===== src/design/hrrp_pkg.sv =====
package hrrp_pkg;

  localparam int HEADER_END_COUNT_DEF = 4;

  localparam logic [7:0] CH_G     = 8'h47;
  localparam logic [7:0] CH_E     = 8'h45;
  localparam logic [7:0] CH_T     = 8'h54;
  localparam logic [7:0] CH_SPACE = 8'h20;
  localparam logic [7:0] CH_SLASH = 8'h2F;
  localparam logic [7:0] CH_S     = 8'h73;
  localparam logic [7:0] CH_ZERO  = 8'h30;
  localparam logic [7:0] CH_ONE   = 8'h31;
  localparam logic [7:0] CH_CR    = 8'h0D;
  localparam logic [7:0] CH_LF    = 8'h0A;

  localparam logic KIND_BYTE   = 1'b0;
  localparam logic KIND_STATUS = 1'b1;

  typedef enum logic [3:0] {
    PH_G     = 4'd0,
    PH_E     = 4'd1,
    PH_T     = 4'd2,
    PH_SP    = 4'd3,
    PH_SLASH = 4'd4,
    PH_ROUTE = 4'd5,
    PH_LED0  = 4'd6,
    PH_LED1  = 4'd7,
    PH_HDR   = 4'd8,
    PH_WAIT  = 4'd9
  } phase_t;

  typedef enum logic [1:0] {
    ROUTE_MAIN      = 2'd0,
    ROUTE_REDIRECT  = 2'd1,
    ROUTE_NOT_FOUND = 2'd2,
    ROUTE_STATUS    = 2'd3
  } route_t;

  function automatic logic is_newline(input logic [7:0] c);
    return (c == CH_CR) || (c == CH_LF);
  endfunction

endpackage


===== src/design/http_request_route_parser.sv =====
// HTTP request route parser.
// The input channel carries one item per event: either a received byte
// (in_kind low, in_data_byte valid) or a transmitter status sample (in_kind
// high, in_tx_busy_level valid). Every accepted item produces exactly one
// result item on the output channel, carrying the current route, the two LED
// levels and a start pulse flag that is high only for the byte that ended the
// request headers.
// The result is registered: an item accepted at a clock edge has its result in
// the result register straight after that edge, where it waits to be taken.
// One item is accepted per cycle while in_stall is low, with only the single
// state update done between the input handshake and the result register.
// The result register forms the only buffer. While a result waits under
// out_stall, in_stall is raised; once it is taken, a new item may be accepted
// in the same cycle, so throughput stays at one item per cycle.
// Synchronous reset (rst_n low) returns the parser to waiting for the first
// letter of the request, clears the route, both LEDs and the newline run, and
// empties the result register.
module http_request_route_parser
  import hrrp_pkg::*;
#(
  parameter int HEADER_END_COUNT = HEADER_END_COUNT_DEF
) (
  input  logic       clk,
  input  logic       rst_n,
  input  logic       in_valid,
  output logic       in_stall,
  input  logic       in_kind,
  input  logic [7:0] in_data_byte,
  input  logic       in_tx_busy_level,
  output logic       out_valid,
  input  logic       out_stall,
  output logic [1:0] out_route,
  output logic       out_led_zero,
  output logic       out_led_one,
  output logic       out_start_pulse
);

  localparam logic [3:0] END_COUNT = 4'(HEADER_END_COUNT);

  phase_t     phase_r, phase_nxt;
  logic [2:0] run_r, run_nxt;
  route_t     route_r, route_nxt;
  logic       led0_r, led0_nxt;
  logic       led1_r, led1_nxt;
  logic       start_r, start_nxt;
  logic       out_valid_r;
  logic       accept;
  logic [3:0] run_inc;

  assign in_stall = out_valid_r && out_stall;
  assign accept   = in_valid && !in_stall;
  assign run_inc  = {1'b0, run_r} + 4'd1;

  always_comb begin
    phase_nxt = phase_r;
    run_nxt   = run_r;
    route_nxt = route_r;
    led0_nxt  = led0_r;
    led1_nxt  = led1_r;
    start_nxt = 1'b0;
    if (in_kind == KIND_BYTE) begin
      unique case (phase_r)
        PH_E:     phase_nxt = (in_data_byte == CH_E) ? PH_T : PH_G;
        PH_T:     phase_nxt = (in_data_byte == CH_T) ? PH_SP : PH_G;
        PH_SP:    phase_nxt = (in_data_byte == CH_SPACE) ? PH_SLASH : PH_G;
        PH_SLASH: phase_nxt = (in_data_byte == CH_SLASH) ? PH_ROUTE : PH_G;
        PH_ROUTE: begin
          run_nxt   = 3'd0;
          phase_nxt = PH_HDR;
          if (in_data_byte == CH_S) begin
            route_nxt = ROUTE_STATUS;
          end else if (in_data_byte == CH_ZERO) begin
            route_nxt = ROUTE_REDIRECT;
            phase_nxt = PH_LED0;
          end else if (in_data_byte == CH_ONE) begin
            route_nxt = ROUTE_REDIRECT;
            phase_nxt = PH_LED1;
          end else if (in_data_byte == CH_SPACE || is_newline(in_data_byte)) begin
            route_nxt = ROUTE_MAIN;
          end else begin
            route_nxt = ROUTE_NOT_FOUND;
          end
        end
        PH_LED0: begin
          if (in_data_byte == CH_ONE) begin
            led0_nxt = 1'b1;
          end else if (in_data_byte == CH_ZERO) begin
            led0_nxt = 1'b0;
          end
          run_nxt   = 3'd0;
          phase_nxt = PH_HDR;
        end
        PH_LED1: begin
          if (in_data_byte == CH_ONE) begin
            led1_nxt = 1'b1;
          end else if (in_data_byte == CH_ZERO) begin
            led1_nxt = 1'b0;
          end
          run_nxt   = 3'd0;
          phase_nxt = PH_HDR;
        end
        PH_HDR: begin
          if (is_newline(in_data_byte)) begin
            if (run_inc >= END_COUNT) begin
              run_nxt   = 3'd0;
              phase_nxt = PH_WAIT;
              start_nxt = 1'b1;
            end else begin
              run_nxt = run_inc[2:0];
            end
          end else begin
            run_nxt = 3'd0;
          end
        end
        PH_WAIT: phase_nxt = PH_WAIT;
        default: phase_nxt = (in_data_byte == CH_G) ? PH_E : PH_G;
      endcase
    end else if (phase_r == PH_WAIT && !in_tx_busy_level) begin
      phase_nxt = PH_G;
    end
  end

  always_ff @(posedge clk) begin
    if (!rst_n) begin
      phase_r     <= PH_G;
      run_r       <= 3'd0;
      route_r     <= ROUTE_MAIN;
      led0_r      <= 1'b0;
      led1_r      <= 1'b0;
      start_r     <= 1'b0;
      out_valid_r <= 1'b0;
    end else begin
      if (accept) begin
        phase_r <= phase_nxt;
        run_r   <= run_nxt;
        route_r <= route_nxt;
        led0_r  <= led0_nxt;
        led1_r  <= led1_nxt;
        start_r <= start_nxt;
      end
      if (accept) begin
        out_valid_r <= 1'b1;
      end else if (!out_stall) begin
        out_valid_r <= 1'b0;
      end
    end
  end

  assign out_valid       = out_valid_r;
  assign out_route       = route_r;
  assign out_led_zero    = led0_r;
  assign out_led_one     = led1_r;
  assign out_start_pulse = start_r;

endmodule


===== config.mk =====
export PLATFORM = sky130hd
export DESIGN_NAME = http_request_route_parser
export DESIGN_NICKNAME = d
export VERILOG_FILES = /design/src/design/hrrp_pkg.sv /design/src/design/http_request_route_parser.sv
export SDC_FILE = /design/constraint.sdc
export NUM_CORES = 1
export LEC_CHECK = 0
export ABC_AREA = 1
export BUFFER_PORTS_ARGS = -buffer_cell sky130_fd_sc_hd__buf_2
export CAP_MARGIN = 15
export CORE_MARGIN = 2
export CORE_UTILIZATION = 53
export DETAILED_ROUTE_END_ITERATION = 7
export PLACE_DENSITY = 0.78
export SYNTH_ARGS = -nofsm -noshare
export SYNTH_HDL_FRONTEND = slang
export SYNTH_SLANG_ARGS = --single-unit

===== constraint.sdc =====
create_clock -name clk -period 1.7 [get_ports clk]
set_input_delay 0.255 -clock clk [delete_from_list [all_inputs] [get_ports clk]]
set_output_delay 0.255 -clock clk [all_outputs]
set_load 0.02 [all_outputs]

; Word-level counts from Yosys, hierarchy flattened
; Index checks and enable logic that the tools add are counted.
[classes]
addsub = 1
n_lt_le_gt_ge = 1
n_eq_ne = 23
muxes = 28
bitwise_logic = 1
reduce_logical = 16
[ops]
columns = op, n
row1 = == test 8 x 6 -> 1 bit (second input constant), 4
row2 = == test 8 x 7 -> 1 bit (second input constant), 4
row3 = case mux 4 bit (8 select lines), 1
row4 = two-way mux 4 bit, 7
row5 = == test 4 x 3 -> 1 bit (second input constant), 4
row6 = == test 8 x 4 -> 1 bit (second input constant), 2
row7 = two-way mux 2 bit, 6
row8 = two-way mux 3 bit, 4
row9 = AND reduction 4 bit, 3
row10 = two-way mux 1 bit, 9
row11 = == test 4 x 2 -> 1 bit (second input constant), 2
row12 = == test 4 bit (second input constant), 2
row13 = != test 3 bit (second input constant), 2
row14 = case mux 3 bit (2 select lines), 1
row15 = AND reduction 3 bit, 2
row16 = adder 3 x 1 -> 4 bit (second input constant), 1
row17 = == test 4 x 1 -> 1 bit (second input constant), 1
row18 = >= comparator 4 x 3 -> 1 bit (second input constant), 1
row19 = != test 2 x 1 -> 1 bit (second input constant), 2
row20 = nonzero test 2 bit, 2
row21 = logical AND 1 bit, 3
row22 = OR reduction 3 bit, 1
row23 = logical NOT 1 bit, 2
row24 = logical OR 1 bit, 2
row25 = other kinds (2), 2
[word_totals]
ff_bits = 13
input_bits = 14
out_inout_bits = 7
word_cells = 77

; Depth between registers and ports, before layout
; Gate-level depths: netlist of the first run.
[logic_depth]
depth_word = 7
ltp_mapped = 11
mapped_depth_nobuf = 11

; Worst setup path before layout of the first run
; No wires, ideal clock.
[synth_path]
path_kind = register -> register
from = register run_r[0]
to = register phase_r[3]
setup_time_ns = 0.111
arrival_ns = 1.146
required_ns = 1.589
path_slack_ns = 0.443
stages_incl_launch_ff = 12
n_path_buf = 0
synth_period_minus_slack_ns = 1.257
path_cell_list = dfxtp_1 > ha_1 > inv_1 > nand2_1 > nand3_1 > nand3_1 > nand2_1 > nand2_2 > nand2_2 > inv_2 > nor2_1 > nor2_1
[synth_via]
elab_chain_len = 4
[synth_rtl]
columns = element, line
row1 = from (decl), http_request_route_parser.sv:41  ; logic [2:0] run_r, run_nxt;
row2 = from (signal assigned), http_request_route_parser.sv:135  ; run_r <= run_nxt;
row3 = adder 3 x 1 -> 4 bit, http_request_route_parser.sv:52  ; assign run_inc = {1'b0, run_r} + 4'd1;
row4 = >= comparator 4 x 3 -> 1 bit, http_request_route_parser.sv:104  ; if (run_inc >= END_COUNT) begin
row5 = != test 3 bit (no line), --
row6 = AND reduction 4 bit (no line), --
row7 = to (signal assigned), http_request_route_parser.sv:134  ; phase_r <= phase_nxt;
row8 = to (decl), http_request_route_parser.sv:40  ; phase_t phase_r, phase_nxt;
; No other way between the ends.
; A chain may end at the register's enable or synchronous reset.

; Worst setup path in the final report of the first run
; Ends and elaborated chain as after synthesis.

==> results.yml, run 1 <==
run_status:
  status: "finished, final reports clean"
clock_tree:
  clock_latency_ps: 290
  cts_inserted_buffers: 3
  cts.sinks: 13
  cts_root_buffer: "clkbuf_4"
  hold_buffers: 0
  cts_buffer_depth: 2
  cts_setup_buffers: 0
  tritoncts: "yes"
  clk_pin_slew_ps: 80
  h-tree-depth: 1
  cts-resized-gates: 0
sta:
  whs_ps: 264.0
  setup_violations: 0
  post-route-min-period_ps: 1444
  hold_viol_final: 0
  setup_slack_ps: 256.4
  tightest_slew_ps: 218.3
  max_freq_mhz: 692.7
  slew_headroom: 0.8535
  drv_slew: 0
  post-route-period-util: 0.8492
  skew_ps: 0.7525
  rsz0062_at_grt: "no"
  fin_tns_setup_ps: 0
routing:
  num_vias: 1109
  finalWirelength_um: 2429
  drc: 0
  ant_nets: 0
  first_pass_iters: 4
  drt_iter0_drc: 24
  wl_per_cell_um: 11.14
  drt-vias-per-instance: 5.087
global_routing:
  grt_max_degree: 9
  grt_antenna_before_repair: 0
  grt_pass1_wl_um: 3857
  grt_pass1_vias: 952
  track_usage: 0.2477
  grt-ovfl-total: 0
synthesis:
  yosys_warnings: 0
  synth_seq_area_share: 0.2616
  synth_cell_types: 22
  syn_inst: 169
  synth_area_um2: 994.7
  syn_area_per_cell_um2: 5.886
  synth_seq_cells: 13
  syn_nets: 184
pwr:
  leakage_nw: 0.5715
  ir_worst_vdd_v: 0.0003992
  sw_frac_of_total: 0.3241
  power_density_mw_per_mm2: 587.5
  intPower_mw: 0.4576
  share_seq_of_total_power: 0.476
  power_frac_comb: 0.231
  p_switching_mw: 0.2194
  pwr-share-clk: 0.292
final_layout:
  n_antenna_cell: 0
  final_cell_mix: "nand2_1, nor2_1, buf_2"
  syn_to_final_growth_pct: 15.85
  fillCellCount: 172
  drive_gt1_frac: 0.2591
  layout_commonest_cell: "nand2_1"
  multi_input_area_um2: 636.9
  register_area_um2: 260.3
  final_net_count: 209
setup_path:
  cp_cell_sequence: "ha_1, inv_1, nand2_1, nand3_1, nand3_1, nand2_1, nand2_2, nand2_2, inv_2, nor2_1, nor2_1"
  reg2reg_depth: 11
  reg2reg_slack_ps: 260
  path_buf_inv: 2
  cp_data_arrival_time_ps: 1630
  worst_r2r_endpoint: "phase_r[3]"
  critPathKind: "reg -> reg"
  slowest_stage: "dfxtp_1"
  cpLargestDelayFamily: "simple AND/OR/NAND/NOR gates"
  worst_ep_required_time_ps: 1890
  end_kind: "flop"
  worstReg2RegStart: "run_r[0]"
  critPathMaxStageDelay_ps: 350
  worst-path-max-fanout: 4
  startpoint_type: "flop"
min_path:
  whs_endpoint: "out_valid"
  hold_depth: 3
  hold_class: "in -> reg"
  min_from: "out_stall"
placed_design:
  gp_congestion: 0.8591
  place_hpwl_um: 1966
  place_ws_ps: 326.4
  io_buffers: 20
floorplan:
  fp.coreArea_mm2: 0.001745
  placementRows: 15
  ios: 21
  die-area_mm2: 0.002239
  die_y_um: 47.32
  initial_utilization: 0.5699
  fp.dieW_um: 47.32
flow_run:
  cap_violations: 0
==> sequential cells by signal, indices dropped and copies added, names as in the netlist <==
name / flops
phase_r: 4
run_r: 3
out_route: 2
out_led_one: 1
out_led_zero: 1
out_start_pulse: 1
out_valid: 1
==> per-stage QoR <==
| step | total power, mW | utilization | cell area (µm²) | std cells |
|---|---|---|---|---|
| floorplan | 0.4318 | - | 994.7 | 169 |
| global placement | 0.4808 | 0.6452 | 1126 | 214 |
| detailed placement | 0.4845 | 0.6452 | 1126 | 214 |
| CTS | 0.6807 | 0.6602 | 1152 | 218 |
| global route | 0.7145 | 0.6602 | 1152 | 218 |
| finish | 0.6770 | 0.6602 | 1152 | 218 |
==> power groups by stage <==
stage                     registers (mW)  logic, mW  clock network (mW)
after floorplan                    0.330      0.102                   0
after global placement             0.329      0.151                   0
after detailed placement           0.329      0.155                   0
after CTS                          0.322      0.156               0.203
after global routing               0.324      0.178               0.213
final                              0.322      0.157               0.198
==> final cells by class <==
class | instances | area share
clock buffer | 4 | 0.02280
inverter | 26 | 0.08469
multi-input combinational | 130 | 0.5527
sequential | 13 | 0.2258
tap | 25 | 0.02714
timing repair buffer | 20 | 0.08686
==> logic make-up after synthesis <==
group | synth area share
AO/OA/AOI/OAI | 0.1056
adder cells (fa/ha/maj) | 0.01258
buffers and inverters | 0.09811
flip-flops | 0.2616
AND/OR/NAND/NOR | 0.5220
==> per-layer routing <==
| metal | vias to the layer above | wire, µm | share of wire | GRT usage |
|---|---|---|---|---|
| met2 | 29 | 1212 | 0.50 | 0.4595 |
| met1 | 484 | 1062 | 0.44 | 0.2788 |
| met5 | - | 0 | 0 | 0 |
| met3 | 5 | 98 | 0.040 | 0.02308 |
| met4 | 0 | 55 | 0.023 | 0.1167 |
| li1 | 591 | - | - | - |
==> worst reg2reg max path: cells and delay by family, from the launching register on <==
family                   cells  cell delay [ps]
flip-flops                   1              350
AND/OR/NAND/NOR              8              660
adder cells (fa/ha/maj)      1              220
buffers and inverters        2              110
==> synth_stat cells <==
library cell	instances	area (µm²)
inv_2	8	30.03
nor2_2	8	50.05
nand2_2	5	31.28
nand4_1	4	25.02
nand3_1	18	90.09
clkinv_1	1	3.750
a211oi_2	2	25.02
ha_1	1	12.51
o21a_1	1	7.510
nor2_4	2	22.52
nor3_1	1	5.000
nor3_2	1	10.01
o211ai_1	1	7.510
a21oi_1	7	35.03
o21ai_0	5	25.02
nand2_1	38	142.6
o21ai_1	1	5.000
nor2b_1	1	6.260
inv_1	17	63.81
dfxtp_1	13	260.3
nor2_1	33	123.9
nand4_2	1	12.51
==> how the worst max path moves through the flow <==
stage,from,to,cells past startpoint
floorplan,run_r[0],phase_r[3],11
global placement,in_data_byte[2],phase_r[3],9
detailed placement,run_r[0],phase_r[2],11
CTS,run_r[0],phase_r[3],11
global route,run_r[0],phase_r[3],11
finish,run_r[0],phase_r[3],11
Note: power is estimated with default switching activity, not from simulation.
==> inputs of run 2 (changes only) <==
==> constraint.sdc (replaced) <==
create_clock -name clk -period 1.35 [get_ports clk]
set_input_delay 0.2025 -clock clk [delete_from_list [all_inputs] [get_ports clk]]
set_output_delay 0.2025 -clock clk [all_outputs]
set_load 0.02 [all_outputs]
==> run 2 against run 1 <==
Compared with the run above:
- critical path type unchanged
- maximum frequency up 11%
- die area is the same
- flip-flop and latch count did not move
- first-iteration DRC count up 58%
- global-route usage fell by 2.5 points
- sequential share of layout area fell by 0.75 points
- largest power group unchanged
- combinational power increased by 31%
- design area up 6.4%
- final cell count is 1.4% higher
- routed wire length fell by 3.3%
- highest routed layer unchanged
- total power rose by 25%
==> results.yml, run 2 (synthesis results as in run 1) <==
final_layout:
  syn_to_final_growth_pct: 23.27
  final_area_mm2: 0.001226
  drive_gt1_frac: 0.3367
  largest_reg_flops: 4
  final_net_count: 212
  layout_commonest_cell: "nand2_1"
  n_antenna_cell: 0
  register_area_um2: 267.8
  multi_input_area_um2: 676.9
  fillCellCount: 162
  final_cell_mix: "nand2_1, nor2_1, buf_2"
  fin_util: 0.7025
  regMostFlops: "phase_r"
pwr:
  leakage_nw: 0.5944
  power_density_mw_per_mm2: 691.6
  ir_worst_vdd_v: 0.0005272
sta:
  fin_tns_setup_ps: 0
  post-route-period-util: 0.9634
  drv_slew: 0
  hold_viol_final: 0
  max_freq_mhz: 768.9
  setup_violations: 0
  post-route-min-period_ps: 1301
  rsz0062_at_grt: "yes"
  skew_ps: 5.614
  slew_headroom: 0.8500
  tightest_slew_ps: 224.7
setup_path:
  cpLargestDelayFamily: "simple AND/OR/NAND/NOR gates"
  critPathKind: "reg -> reg"
  critPathMaxStageDelay_ps: 330
  startpoint_type: "flop"
  cp_cell_sequence: "inv_1, nand2_1, nor3_2, nand4_2, nand2_2, inv_2, nor2_2, nor2_1"
  worst-path-max-fanout: 4
  path_buf_inv: 2
  cp_data_arrival_time_ps: 1480
  slowest_stage: "dfxtp_1"
  worst_ep_required_time_ps: 1530
  end_kind: "flop"
clock_tree:
  clk_pin_slew_ps: 80
  tritoncts: "yes"
  cts_root_buffer: "clkbuf_4"
  cts.sinks: 13
  cts_buffer_depth: 2
  cts_inserted_buffers: 3
  h-tree-depth: 1
  clock_latency_ps: 280
routing:
  ant_nets: 0
  num_vias: 1130
  drt_iter0_drc: 38
  first_pass_iters: 4
  drc: 0
  drt-vias-per-instance: 5.113
  wl_per_cell_um: 10.63
  finalWirelength_um: 2349
floorplan:
  fp.coreArea_mm2: 0.001745
  die-area_mm2: 0.002239
  initial_utilization: 0.5699
  ios: 21
  die_y_um: 47.32
  placementRows: 15
  fp.dieW_um: 47.32
min_path:
  hold_class: "in -> reg"
global_routing:
  gr-usage-met2: 0.4000
  top_usage_layer: "met2"
  grt_pass1_vias: 910
  grt_pass1_wl_um: 3477
  grt-ovfl-total: 0
  grt_use_met3: 0.03462
  track_usage: 0.2223
  grt_antenna_before_repair: 0
  met1_usage: 0.2616
  grt_max_degree: 9
placed_design:
  place_hpwl_um: 1905
  placed_area_mm2: 0.001134
  io_buffers: 20
  gp_congestion: 0.8332
flow_run:
  cap_violations: 0
run_status:
  status: "finished, final reports clean"
[run 2: through the flow]
step / instances / hold slack (ps) / setup WS [ps] / power (mW)
after floorplan: 169 / 328.7 / 92.67 / 0.5437
after global placement: 215 / 473.0 / 81.54 / 0.6058
after detailed placement: 215 / 479.4 / -4.063 / 0.6108
after CTS: 219 / 229.4 / 4.717 / 0.8441
after global routing: 221 / 234.5 / -64.93 / 0.8935
final: 221 / 223.7 / 49.44 / 0.8480
[run 2: tightest hold or removal path, delay by kind of cell]
kind | cells | cell delay [ps]
buffers and inverters | 1 | 150
and+or+nand+nor | 2 | 120
[run 2: worst paths after layout]
check,start,to,slack (ps),cells after the start
worst max-delay path,phase_r[2],phase_r[1],50,8
worst min-delay path,rst_n,phase_r[3],220,3
worst max register to register,phase_r[2],phase_r[1],50,8
worst min register to register,run_r[2],run_r[2],500,2
[run 2: power by group]
part	switching, mW	total [mW]	internal (mW)
clock	0.123	0.237	0.115
combinational	0.136	0.205	0.0690
sequential	0.0126	0.406	0.394
total	0.271	0.848	0.577
[run 2: repair_timing]
item                       in CTS  in global routing
pin swaps                       2                  6
setup endpoints to repair       3                  6
gates resized for setup         3                 14
cloned                          0                  0
hold buffers                    0                  0
buffers inserted                0                  2
[run 2: metal layers]
metal | vias to the layer above | wire length, µm
met2 | 39 | 1151
met3 | 5 | 132
met4 | 0 | 33
met1 | 490 | 1031
met5 | - | 0
li1 | 596 | -
[run 2: final cells by class]
cell class / count / share of cell area
Tap cell: 25 / 0.02551
Inverter: 26 / 0.07959
Timing Repair Buffer: 23 / 0.1031
Clock buffer: 4 / 0.02143
Multi-Input combinational cell: 130 / 0.5520
Sequential cell: 13 / 0.2184
==> inputs of run 3 (changes only) <==
--- a/config.mk
+++ b/config.mk
@@ -12,6 +12,7 @@
 export CORE_UTILIZATION = 53
 export DETAILED_ROUTE_END_ITERATION = 7
 export PLACE_DENSITY = 0.78
+export SETUP_SLACK_MARGIN = 0.5
 export SYNTH_ARGS = -nofsm -noshare
 export SYNTH_HDL_FRONTEND = slang
 export SYNTH_SLANG_ARGS = --single-unit
==> run 3 against run 2 <==
Compared with the run above:
- the flow now finishes with violations (negative setup slack)
- via count grew 13%
- clock power grew 15%
- largest power group unchanged
- design area grew 17%
- combinational power grew 28%
- global-route usage grew 5.3 points
- count of clock-buffer cells in the layout is the same
- register-to-register slack lost 60 ps
- non-clock buffer count grew 9
- final cell count grew 4.1%
- utilization grew 12 points
==> results.yml, run 3 (synthesis results as in run 1) <==
floorplan:
  fp.coreArea_mm2: 0.001745
  fp.dieW_um: 47.32
  initial_utilization: 0.5699
  die_y_um: 47.32
  placementRows: 15
  ios: 21
  die-area_mm2: 0.002239
flow_run:
  cap_violations: 0
pwr:
  finalPower_mw: 0.9422
  p_switching_mw: 0.3359
  power_density_mw_per_mm2: 655.4
  pwr-share-clk: 0.289
  intPower_mw: 0.6062
  share_seq_of_total_power: 0.433
  power_frac_comb: 0.278
  leakage_nw: 0.6969
  ir_worst_vdd_v: 0.0006527
  sw_frac_of_total: 0.3565
final_layout:
  largest_reg_flops: 4
  fillCellCount: 121
  syn_to_final_growth_pct: 44.53
  n_antenna_cell: 0
  final_cell_mix: "nand2_1, nor2_1, nand3_1"
  regMostFlops: "phase_r"
  layout_commonest_cell: "nand2_1"
  final_area_mm2: 0.001438
  drive_gt1_frac: 0.4780
  final_net_count: 221
  fin_util: 0.8237
sta:
  max_freq_mhz: 737.0
  slew_headroom: 0.8276
  whs_ps: 207.6
  setup_slack_ps: -6.824
  skew_ps: 5.645
  setup_violations: 1
  rsz0062_at_grt: "yes"
  post-route-period-util: 1.005
  tightest_slew_ps: 255.8
  drv_slew: 0
  post-route-min-period_ps: 1357
  hold_viol_final: 0
clock_tree:
  cts_root_buffer: "clkbuf_4"
  cts.sinks: 13
  h-tree-depth: 1
  hold_buffers: 0
  cts_buffer_depth: 2
  cts_inserted_buffers: 3
  clk_pin_slew_ps: 100
  tritoncts: "yes"
  clock_latency_ps: 290
setup_path:
  worst_ep_required_time_ps: 1580
  worst-path-max-fanout: 3
  slowest_stage: "dfxtp_4"
  critPathKind: "reg -> reg"
  cp_cell_sequence: "ha_4, inv_2, nand2_2, nand3_2, nand3_2, buf_4, buf_6, o21a_1, nor2_1"
  cp_data_arrival_time_ps: 1580
  worstReg2RegStart: "run_r[0]"
  critPathMaxStageDelay_ps: 370
  cpMostUsedCell: "nand3_2"
  cp-startpoint: "run_r[0]"
  end_kind: "flop"
  startpoint_type: "flop"
routing:
  finalWirelength_um: 3177
  drt_iter0_drc: 84
  first_pass_iters: 8
  ant_nets: 0
  num_vias: 1273
  wl_per_cell_um: 13.81
  drt-vias-per-instance: 5.535
  drc: 0
run_status:
  status: "complete, but fails checks"
  failed_checks: "negative setup slack"
placed_design:
  placed_area_mm2: 0.001160
  gp_congestion: 0.9747
  place_hpwl_um: 1895
  place_ws_ps: 21.33
  io_buffers: 20
global_routing:
  met1_usage: 0.3455
  grt-ovfl-total: 0
  grt_pass1_wl_um: 4250
  grt_pass1_vias: 1009
  track_usage: 0.2751
  grt_antenna_before_repair: 0
  gr-usage-met2: 0.4595
  top_usage_layer: "met2"
  grt_use_met3: 0.04231
  grt_max_degree: 9
min_path:
  min_from: "rst_n"
  hold_class: "in -> reg"
-- run 3: worst paths after layout --
check | endpoint | slack (ps) | cells after the start
max | out_start_pulse | -7 | 9
min | out_route[0] | 210 | 3
max reg2reg | out_start_pulse | -7 | 9
min reg2reg | out_led_one | 510 | 2
-- run 3: final cells by class --
type                            instances  area, µm²  share of cell area
Clock buffer                            4      26.28             0.01828
Tap cell                               25      31.28             0.02176
Inverter                               26      97.59             0.06789
Sequential cell                        13      285.3              0.1984
Multi-Input combinational cell        130      739.5              0.5144
Timing Repair Buffer                   32      257.7              0.1793
-- run 3: repair_timing --
item / 4_1_cts / 5_1_grt
pin swaps: 5 / 10
buffers inserted: 5 / 7
gates cloned: 0 / 0
gates resized for setup: 30 / 26
endpoints found under the setup margin: 19 / 19
-- run 3: routing by layer --
layer / vias to the layer above / part of all wire
met1: 569 / 0.40
met5: - / 0
met4: 0 / 0.035
met3: 18 / 0.084
met2: 74 / 0.48
li1: 612 / -
-- run 3: critical path, delay by kind of cell (launching register included) --
family,cells,cell delay [ps]
adders and majority gates,1,160
buffers and inverters,3,290
DFF,1,370
AOI/OAI and AO/OA,1,170
and+or+nand+nor,4,300
-- run 3: power groups by stage --
stage          Sequential, mW  Clock [mW]  Combinational (mW)
2_1_floorplan           0.416           0               0.132
3_3_place_gp            0.415           0               0.198
3_5_place_dp            0.415           0               0.202
4_1_cts                 0.408       0.257               0.218
5_1_grt                 0.409       0.284               0.284
6_report                0.408       0.272               0.262
-- run 3: through the flow --
| step | setup TNS (ps) | std cells |
|---|---|---|
| 2_1_floorplan | 0 | 169 |
| 3_3_place_gp | 0 | 214 |
| 3_5_place_dp | 0 | 214 |
| 4_1_cts | 0 | 223 |
| 5_1_grt | -253.0 | 230 |
| 6_report | -6.824 | 230 |
